--- src/rtl/almph_pkg.sv ---
// Package of the audio peak meter: widths, constants, FSM state, control structs.
// Depends on nothing.
package almph_pkg;

  localparam int unsigned MaxChannels = 16;
  localparam int unsigned CfgIdxW     = 8;

  localparam logic [CfgIdxW-1:0] CFG_SAMPLE_DEPTH  = 8'd0;
  localparam logic [CfgIdxW-1:0] CFG_CHANNEL_COUNT = 8'd1;
  localparam logic [CfgIdxW-1:0] CFG_CHANNEL_MASK  = 8'd2;
  localparam logic [CfgIdxW-1:0] CFG_DECAY_COEFF   = 8'd3;

  localparam logic REQ_SAMPLE  = 1'b0;
  localparam logic REQ_REFRESH = 1'b1;

  localparam logic [16:0] Q16_ONE       = 17'h10000;
  localparam logic [16:0] LEVEL_RESET   = 17'h08000;
  localparam logic [31:0] LOG10_2_HALF  = 32'd646456993;
  localparam logic [20:0] DROP_CAP      = 21'h100000;
  localparam logic [31:0] DECAY_RESET   = 32'd2814750;

  typedef enum logic [3:0] {
    ST_IDLE,
    ST_SMP_UPD,
    ST_BLK_SCAN,
    ST_LOG_INIT,
    ST_SQ_MUL,
    ST_SQ_UPD,
    ST_LOG_MUL,
    ST_LOG_WR,
    ST_REF_SCAN,
    ST_REF_FIX,
    ST_REF_SQ,
    ST_REF_HI,
    ST_REF_LO,
    ST_REF_DROP,
    ST_REF_OUT
  } state_e;

  typedef struct packed {
    logic latch_in;
    logic smp_upd;
    logic blk_skip;
    logic blk_end;
    logic log_init;
    logic sq_mul;
    logic sq_upd;
    logic log_mul;
    logic log_wr;
    logic ref_fix;
    logic ref_sq;
    logic ref_hi;
    logic ref_lo;
    logic ref_drop;
    logic ref_out;
  } cmd_t;

  typedef struct packed {
    logic is_refresh;
    logic is_last;
    logic scan_end;
    logic ch_shown;
    logic lvl_direct;
    logic iter_done;
    logic ref_end;
    logic out_free;
  } status_t;

endpackage

--- src/rtl/almph_ctrl.sv ---
// Controller of the peak meter: sequences sample updates, log conversion and refresh.
// Depends on almph_pkg.
module almph_ctrl (
  input  logic               clk_i,
  input  logic               rst_ni,
  input  logic               in_valid_i,
  output logic               in_ready_o,
  input  almph_pkg::status_t st_i,
  output almph_pkg::cmd_t    cmd_o
);
  import almph_pkg::*;

  state_e state_q, state_d;

  always_ff @(posedge clk_i or negedge rst_ni) begin
    if (!rst_ni) begin
      state_q <= ST_IDLE;
    end else begin
      state_q <= state_d;
    end
  end

  always_comb begin
    state_d    = state_q;
    cmd_o      = '0;
    in_ready_o = 1'b0;
    unique case (state_q)
      ST_IDLE: begin
        in_ready_o = 1'b1;
        if (in_valid_i) begin
          cmd_o.latch_in = 1'b1;
          state_d = ST_SMP_UPD;
        end
      end
      ST_SMP_UPD: begin
        if (st_i.is_refresh) begin
          state_d = ST_REF_SCAN;
        end else begin
          cmd_o.smp_upd = 1'b1;
          state_d = st_i.is_last ? ST_BLK_SCAN : ST_IDLE;
        end
      end
      ST_BLK_SCAN: begin
        if (st_i.scan_end) begin
          cmd_o.blk_end = 1'b1;
          state_d = ST_IDLE;
        end else if (st_i.ch_shown) begin
          state_d = ST_LOG_INIT;
        end else begin
          cmd_o.blk_skip = 1'b1;
        end
      end
      ST_LOG_INIT: begin
        cmd_o.log_init = 1'b1;
        state_d = st_i.lvl_direct ? ST_BLK_SCAN : ST_SQ_MUL;
      end
      ST_SQ_MUL: begin
        cmd_o.sq_mul = 1'b1;
        state_d = ST_SQ_UPD;
      end
      ST_SQ_UPD: begin
        cmd_o.sq_upd = 1'b1;
        state_d = st_i.iter_done ? ST_LOG_MUL : ST_SQ_MUL;
      end
      ST_LOG_MUL: begin
        cmd_o.log_mul = 1'b1;
        state_d = ST_LOG_WR;
      end
      ST_LOG_WR: begin
        cmd_o.log_wr = 1'b1;
        state_d = ST_BLK_SCAN;
      end
      ST_REF_SCAN: begin
        state_d = st_i.ref_end ? ST_IDLE : ST_REF_FIX;
      end
      ST_REF_FIX: begin
        cmd_o.ref_fix = 1'b1;
        state_d = ST_REF_SQ;
      end
      ST_REF_SQ: begin
        cmd_o.ref_sq = 1'b1;
        state_d = ST_REF_HI;
      end
      ST_REF_HI: begin
        cmd_o.ref_hi = 1'b1;
        state_d = ST_REF_LO;
      end
      ST_REF_LO: begin
        cmd_o.ref_lo = 1'b1;
        state_d = ST_REF_DROP;
      end
      ST_REF_DROP: begin
        cmd_o.ref_drop = 1'b1;
        state_d = ST_REF_OUT;
      end
      ST_REF_OUT: begin
        // Hold here while the previous result still sits in the output register.
        if (st_i.out_free) begin
          cmd_o.ref_out = 1'b1;
          state_d = ST_REF_SCAN;
        end
      end
      default: state_d = ST_IDLE;
    endcase
  end

endmodule

--- config.mk ---
export PLATFORM = sky130hd
export DESIGN_NAME = almph_ctrl
export DESIGN_NICKNAME = d
export VERILOG_FILES = /design/src/rtl/almph_pkg.sv /design/src/rtl/almph_ctrl.sv
export SDC_FILE = /design/constraint.sdc
export NUM_CORES = 1
export LEC_CHECK = 0
export BUFFER_PORTS_ARGS = -buffer_cell sky130_fd_sc_hd__buf_2
export CAP_MARGIN = 25
export CORE_AREA = 4 4 41 43
export CTS_CLUSTER_DIAMETER = 40
export CTS_CLUSTER_SIZE = 12
export DETAILED_ROUTE_END_ITERATION = 10
export DIE_AREA = 0 0 45 47
export PLACE_DENSITY_LB_ADDON = 0.1
export SETUP_SLACK_MARGIN = 0.15
export SYNTH_ARGS = -nofsm -noshare
export SYNTH_HDL_FRONTEND = slang
export SYNTH_SLANG_ARGS = --single-unit
--- constraint.sdc ---
create_clock -name clk_i -period 3.25 [get_ports clk_i]
set_input_delay 0.1625 -clock clk_i [delete_from_list [all_inputs] [get_ports clk_i]]
set_output_delay 0.1625 -clock clk_i [all_outputs]
set_load 0.1 [all_outputs]
==> metrics, run 1 <==
number of antenna violations at the first check in global routing=0; fraction of final layout cells with drive strength greater than 1=0.384; number of buffer and inverter stages on the critical path=1; final setup skew=0.00414 ns; type of the worst setup path=reg -> out; data arrival time of the worst path=1.83 ns; uppermost layer routed=met3; combined area of the multi-input logic cells=298 sq um; combined flip-flop and latch cell area=100 sq um; worst hold-check path type=in -> async; critical path fanouts, max=17; ANT nets after route=0; dominant delay contributor by cell family on the critical path=flip-flops; Final Max Tran Viols=0; final setup violation count=0; largest net degree at the start of global routing=18; number of flip-flops in the largest register=4; Slowest cell on crit path=dfrtp_1; number of warnings issued by yosys=0; DIE AREA=2120 sq um; CTS HTree Levels=1; clk sinks=4; Clk pin slew, worst setup/hold paths=0.04 ns; number of rows in the core area=13; average footprint of a synthesized cell=6.96 sq um; y dimension of the die=47 um; die width=45 um; routed length on met2=585 um; post-DR vias/cell=5.04; Final #Nets=99; DRC violations left=0; number of cells on the worst reg-to-reg path=4; post-synthesis cell count=62; antenna cells=0; maximum capacitance violations=0; Async SR Flop Fraction=1.00; share of the yosys chip area belonging to registers=0.232; Post-DP HPWL=990 um; flip-flop and latch count after synthesis=4; Final GP Congestion=0.785; destination of the worst register-to-register timing path=state_q[1]; Reg2Reg Setup Slack=1.38 ns; met1 WL=602 um; first-pass GRT wire length=2210 um; Cell Chain, Critical Path=nand2b_1 -> nor4_2 -> buf_2; fmax=0.501 GHz; most area-consuming cells after synthesis=dfrtp_1 (23%), nor3_1 (7.0%), nand2_1 (7.0%); final critical delay including setup and external delays=1.99 ns; Core Area=1300 sq um; Max stage delay on crit path=0.63 ns; filler instances=147; Critical Path End Type=output pin; result of the run=complete, no violations; TritonCTS clock tree=yes; slew of the pin with the lowest slew margin=0.489 ns; number of library cell types mapped by synthesis=27; met3 layer wire length in the routed design=120 um; via count=509; starting utilization of the core area=0.332; final hold violation count=0; number of buffers added by the clock tree synthesis step=3; overall fraction of global-route tracks in use=0.147; Post-CTS Setup Repair Bufs=0; Port Buffers=26; post-synthesis instance area=432 sq um; share of the synthesized area in the top cell type=0.232; synth cell count leaders=nand2_1 (8), nor2_1 (8), nor3_1 (6); total negative setup slack=0 ns; ratio of final minimum period to clock period=0.614; router iterations before antenna repair=4; sum of routed wire length over all layers=1310 um; total grt overflow=0; Worst slew margin=0.676; count of cells resized by post-cts repair=0; cell type contributing the most total cell area after synthesis=dfrtp_1; startpoint class of the critical path=flop; CTS Root Buffer Type=clkbuf_4; registers with the most flip-flops=state_q: 4 flops; routed length per instance=12.9 um; prevailing post-synth register cell=dfrtp_1; Post-Route Utilization=0.460; Synth-to-Final Area Change=38.6%; Post-synth EDFFs=0; I/O pin count=27; unrepaired setup endpoints after global routing=no; number of global-route vias before repair=499; number of nets in the synthesized netlist=73; number of buffers between clock root and the deepest sink=2; Critical R2R Launch=state_q[3]; drt initial violations=14; register name with the most flops=state_q; critical path data required time=3.09 ns; clk_lat worst skew=0.23 ns
==> how the worst max path moves through the flow <==
stage | startpoint | endpoint | slack (ns) | cells past startpoint
floorplan | state_q[3] | cmd_o[0] | 0.26 | 3
detailed placement | state_q[2] | state_q[1] | 1.39 | 4
global route | state_q[1] | cmd_o[12] | 1.12 | 3
finish | state_q[1] | cmd_o[12] | 1.26 | 3
global placement | state_q[2] | state_q[1] | 1.38 | 4
CTS | state_q[1] | cmd_o[12] | 1.22 | 3
==> routing by layer <==
layer  vias up  GRT usage
met5         -          0
met4         0     0.0526
met3         0     0.0690
met2        22      0.212
met1       220      0.192
li1        267          -
==> area by class of cell <==
class                      count  area share
inverter                       5      0.0314
clock buffer                   3      0.0377
tap                           15      0.0314
sequential                     4       0.167
multi-input combinational     47       0.498
timing repair buffer          27       0.234
==> placed cells by master, fill, tap and decap left out, types with 2 or more instances in the layout <==
cell type / n
clkbuf_4: 3
inv_1: 5
nand2b_1: 2
dfrtp_1: 4
a21oi_1: 3
nor3_1: 5
buf_2: 26
nand2_1: 8
a22oi_1: 2
nor2_1: 8
==> timing repair <==
item / 4_1_cts / 5_1_grt
hold endpoints to repair: 4 / 0
endpoints found under the setup margin: 0 / 0
hold buffers: 1 / 0
==> through the flow <==
| step | instances | setup slack, ns | hold slack [ns] | cell area [sq um] |
|---|---|---|---|---|
| 5_1_grt | 101 | 1.12 | 0.282 | 598 |
| 6_report | 101 | 1.26 | 0.271 | 598 |
| 4_1_cts | 101 | 1.22 | 0.263 | 598 |
| 2_1_floorplan | 62 | 0.262 | -0.133 | 443 |
| 3_3_place_gp | 97 | 1.38 | -0.0286 | 566 |
| 3_5_place_dp | 97 | 1.39 | -0.0305 | 566 |
==> kinds of logic (layout without fill, tap and decap cells) <==
logic type,count (synthesis),count (layout),share of synthesized area
AOI/OAI and AO/OA,13,13,0.243
buffers and inverters,11,35,0.104
DFF,4,4,0.232
muxes,2,2,0.0493
and+or+nand+nor,32,32,0.371
Power of run 1 is not shown: default switching activity piles up to over one toggle a cycle in this logic, so the estimate is an artifact.
==> run 2: changes to the inputs <==
clock period = 1.95 ns   (was 3.25 ns; I/O delays follow)
==> metrics, run 2 (synthesized netlist as in run 1, its figures left out) <==
result of the run=complete, no violations; sum of routed wire length over all layers=1290 um; number of flip-flops in the largest register=4; number of buffer and inverter stages on the critical path=1; number of antenna violations at the first check in global routing=0; Worst slew margin=0.678; y dimension of the die=47 um; overall fraction of global-route tracks in use=0.129; most frequent cells in the layout=buf_2 (15), clkbuf_4 (9), nand2_1 (8); dominant delay contributor by cell family on the critical path=flip-flops; maximum capacitance violations=0; fraction of final layout cells with drive strength greater than 1=0.560; CTS Root Buffer Type=clkbuf_4; final setup slack of the worst path=0.238 ns; Cell Chain, Critical Path=nand2_1 -> nor2_2 -> buf_2; number of global-route vias before repair=445; I/O pin count=27; number of stages on the worst setup path=3; Post-DP HPWL=1080 um; data arrival time of the worst path=1.61 ns; Core Area=1300 sq um; router iterations before antenna repair=4; via count=547; number of cells on the worst reg-to-reg path=5; area of placed instances=743 sq um; type of the worst setup path=reg -> out; combined flip-flop and latch cell area=101 sq um; Critical Path End Type=output pin; Final Max Tran Viols=0; setup slack after placement=0.316 ns; filler instances=124; Slowest cell on crit path=dfrtp_1; die width=45 um; clk_lat worst skew=0.22 ns; post-DR vias/cell=5.16; worst hold margin=0.203 ns; DRC violations left=0; routed length per instance=12.1 um; number of rows in the core area=13; number of buffers between clock root and the deepest sink=2; total grt overflow=0; Synth-to-Final Area Change=84.1%; critical path fanouts, max=11; clk sinks=4; worst hold-check path type=in -> async; first-pass GRT wire length=2010 um; final critical delay including setup and external delays=1.71 ns; unrepaired setup endpoints after global routing=no; starting utilization of the core area=0.332; DIE AREA=2120 sq um; Final GP Congestion=0.827; ANT nets after route=0; Post-Route Utilization=0.611; fmax=0.584 GHz; Reg2Reg Setup Slack=0.33 ns; combined area of the multi-input logic cells=378 sq um; Final #Nets=104; ratio of final minimum period to clock period=0.878; number of buffers added by the clock tree synthesis step=3; drt initial violations=4; startpoint class of the critical path=flop; slew of the pin with the lowest slew margin=0.486 ns; final setup violation count=0; Layout Cell Area excl Fill=795 sq um; registers with the most flip-flops=state_q: 4 flops; largest net degree at the start of global routing=15; most frequent standard cell in the layout excluding fill and tap cells=buf_2; antenna cells=0; final hold violation count=0; Max stage delay on crit path=0.56 ns; register name with the most flops=state_q; Clk pin slew, worst setup/hold paths=0.04 ns; final setup skew=0.00185 ns; critical path data required time=1.85 ns; TritonCTS clock tree=yes; CTS HTree Levels=1; Port Buffers=26
==> run 2: stage by stage <==
stage                     TNS, ns  instances
final                           0        106
after global routing            0        106
after CTS                       0        106
after detailed placement        0        102
after global placement          0        102
after floorplan             -1.09         62
==> run 2: per-layer routing <==
| layer | wire length (um) | vias to the layer above | GRT usage | share of wire |
|---|---|---|---|---|
| met5 | 0 | - | 0 | 0 |
| met1 | 530 | 248 | 0.182 | 0.41 |
| met2 | 670 | 19 | 0.203 | 0.52 |
| met3 | 84 | 0 | 0.0115 | 0.065 |
| li1 | - | 280 | - | - |
| met4 | 0 | 0 | 0.0526 | 0 |
==> run 2: worst paths after layout <==
check,to,start
worst max-delay path,cmd_o[3],state_q[0]
worst min-delay path,state_q[0],rst_ni
worst max register to register,state_q[1],state_q[2]
worst min register to register,state_q[3],state_q[1]
max in group asynchronous,state_q[1],rst_ni
min in group clk_i,state_q[3],st_i[7]
==> run 2: timing repair <==
item | in CTS | in global routing
setup endpoints to repair | 1 | 11
gates cloned | 0 | 0
gates resized for setup | 1 | 7
hold endpoints to repair | 4 | 0
hold buffers | 1 | 0
buffers inserted | 0 | 0
==> run 2: final cells by class <==
| class | instances | area share |
|---|---|---|
| multi-input cells | 47 | 0.476 |
| flip-flops and latches | 4 | 0.128 |
| well taps | 15 | 0.0236 |
| repair buffers | 32 | 0.321 |
| clock buffers | 3 | 0.0283 |
| inverters | 5 | 0.0236 |
==> run 2: worst register-to-register path: cells and delay by family, from the launching register on <==
family | cells | cell delay [ns]
mux | 1 | 0.34
flops | 1 | 0.37
compound gates | 1 | 0.21
simple gates | 2 | 0.41
buf+inv | 1 | 0.17
Power of run 2 is left out for the same reason.
==> run 3: changes to the inputs <==
CELL_PAD_IN_SITES_DETAIL_PLACEMENT = 1   (was not set)
CELL_PAD_IN_SITES_GLOBAL_PLACEMENT = 1   (was not set)
CORE_AREA = not set   (was 4 4 41 43)
CORE_MARGIN = 4   (was not set)
CORE_UTILIZATION = 26   (was not set)
DIE_AREA = not set   (was 0 0 45 47)
==> metrics, run 3 (synthesized netlist as in run 1, its figures left out) <==
maximum capacitance violations=0; Post-Route Utilization=0.538; registers with the most flip-flops=state_q: 4 flops; Port Buffers=26; number of cells in the design after placement=102; final setup skew=0.00450 ns; overall fraction of global-route tracks in use=0.128; number of antenna violations at the first check in global routing=0; antenna cells=0; sum of routed wire length over all layers=1560 um; register name with the most flops=state_q; data arrival time of the worst path=1.70 ns; startpoint class of the critical path=flop; clk sinks=4; Slowest cell on crit path=dfrtp_2; number of buffers added by the clock tree synthesis step=3; router iterations before antenna repair=4; post-DR vias/cell=5.11; final setup slack of the worst path=0.157 ns; number of buffers between clock root and the deepest sink=2; final critical delay including setup and external delays=1.79 ns; Max stage delay on crit path=0.43 ns; via count=542; TritonCTS clock tree=yes; total grt overflow=0; Post-CTS Setup Repair Bufs=0; unrepaired setup endpoints after global routing=yes; worst hold-check path type=in -> async; Non-Filler Instances=106; ANT nets after route=0; Synth-to-Final Area Change=92.2%; DRC violations left=0; most frequent cells in the layout=buf_2 (14), nand2_1 (8), clkbuf_4 (7), buf_12 (7); slew of the pin with the lowest slew margin=0.490 ns; largest net degree at the start of global routing=18; routed length per instance=14.7 um; type of the worst setup path=reg -> out; Worst slew margin=0.676; ratio of final minimum period to clock period=0.920; worst hold margin=0.198 ns; starting utilization of the core area=0.280; number of rows in the core area=14; CTS Root Buffer Type=clkbuf_4; y dimension of the die=48.7 um; setup slack after placement=0.223 ns; Post-DP HPWL=1260 um; number of global-route vias before repair=523; result of the run=complete, no violations; Cell Chain, Critical Path=or2_1 -> buf_4 -> nor3_4 -> and2_4 -> buf_12; drt initial violations=5; fmax=0.558 GHz; first-pass GRT wire length=2510 um; final setup violation count=0; clk_lat worst skew=0.23 ns; Final GP Congestion=0.757; most frequent standard cell in the layout excluding fill and tap cells=buf_2; Final Max Tran Viols=0; Final #Nets=103; number of buffer and inverter stages on the critical path=2; critical path fanouts, max=7; dominant delay contributor by cell family on the critical path=simple AND/OR/NAND/NOR gates; die width=48.7 um; Core Area=1540 sq um; critical path data required time=1.85 ns; number of flip-flops in the largest register=4; final hold violation count=0; CTS HTree Levels=1; DIE AREA=2380 sq um; Critical Path End Type=output pin; fraction of final layout cells with drive strength greater than 1=0.567; I/O pin count=27; Clk pin slew, worst setup/hold paths=0.04 ns
-- run 3: cell count changes in the layout (fill, tap and decap cells not counted), sizes merged --
cell,change
clkbuf,-2
buf,+1
-- run 3: area by class of cell --
cell class	instances	area (sq um)
Clock buffer	3	22.5
Fill cell	178	712
Inverter	5	18.8
Multi-Input combinational cell	47	378
Sequential cell	4	103
Tap cell	16	20.0
Timing Repair Buffer	31	288
-- run 3: final timing paths --
path,cells past startpoint,to,slack [ns],start
worst max-delay path,5,cmd_o[14],0.16,state_q[2]
worst min-delay path,2,state_q[0],0.20,rst_ni
worst max register to register,4,state_q[1],0.27,state_q[2]
worst min register to register,3,state_q[3],0.65,state_q[2]
max in group asynchronous,2,state_q[2],1.62,rst_ni
min in group clk_i,3,state_q[3],0.26,st_i[7]
-- run 3: through the flow --
stage	setup TNS, ns	area (sq um)
after global placement	0	782
after detailed placement	0	782
final	0	830
after global routing	0	830
after CTS	0	818
after floorplan	-1.09	531
-- run 3: what timing repair did --
item,4_1_cts,5_1_grt
gates resized for setup,2,5
endpoints found under the setup margin,8,5
hold buffers,1,0
hold endpoints to repair,4,0
-- run 3: per-layer routing --
layer,global-route usage,vias to the layer above,part of all wire
li1,-,277,-
met1,0.171,252,0.45
met2,0.198,13,0.49
met3,0.0521,0,0.060
met4,0.0135,0,0
met5,0,-,0
Power of run 3 is left out for the same reason.
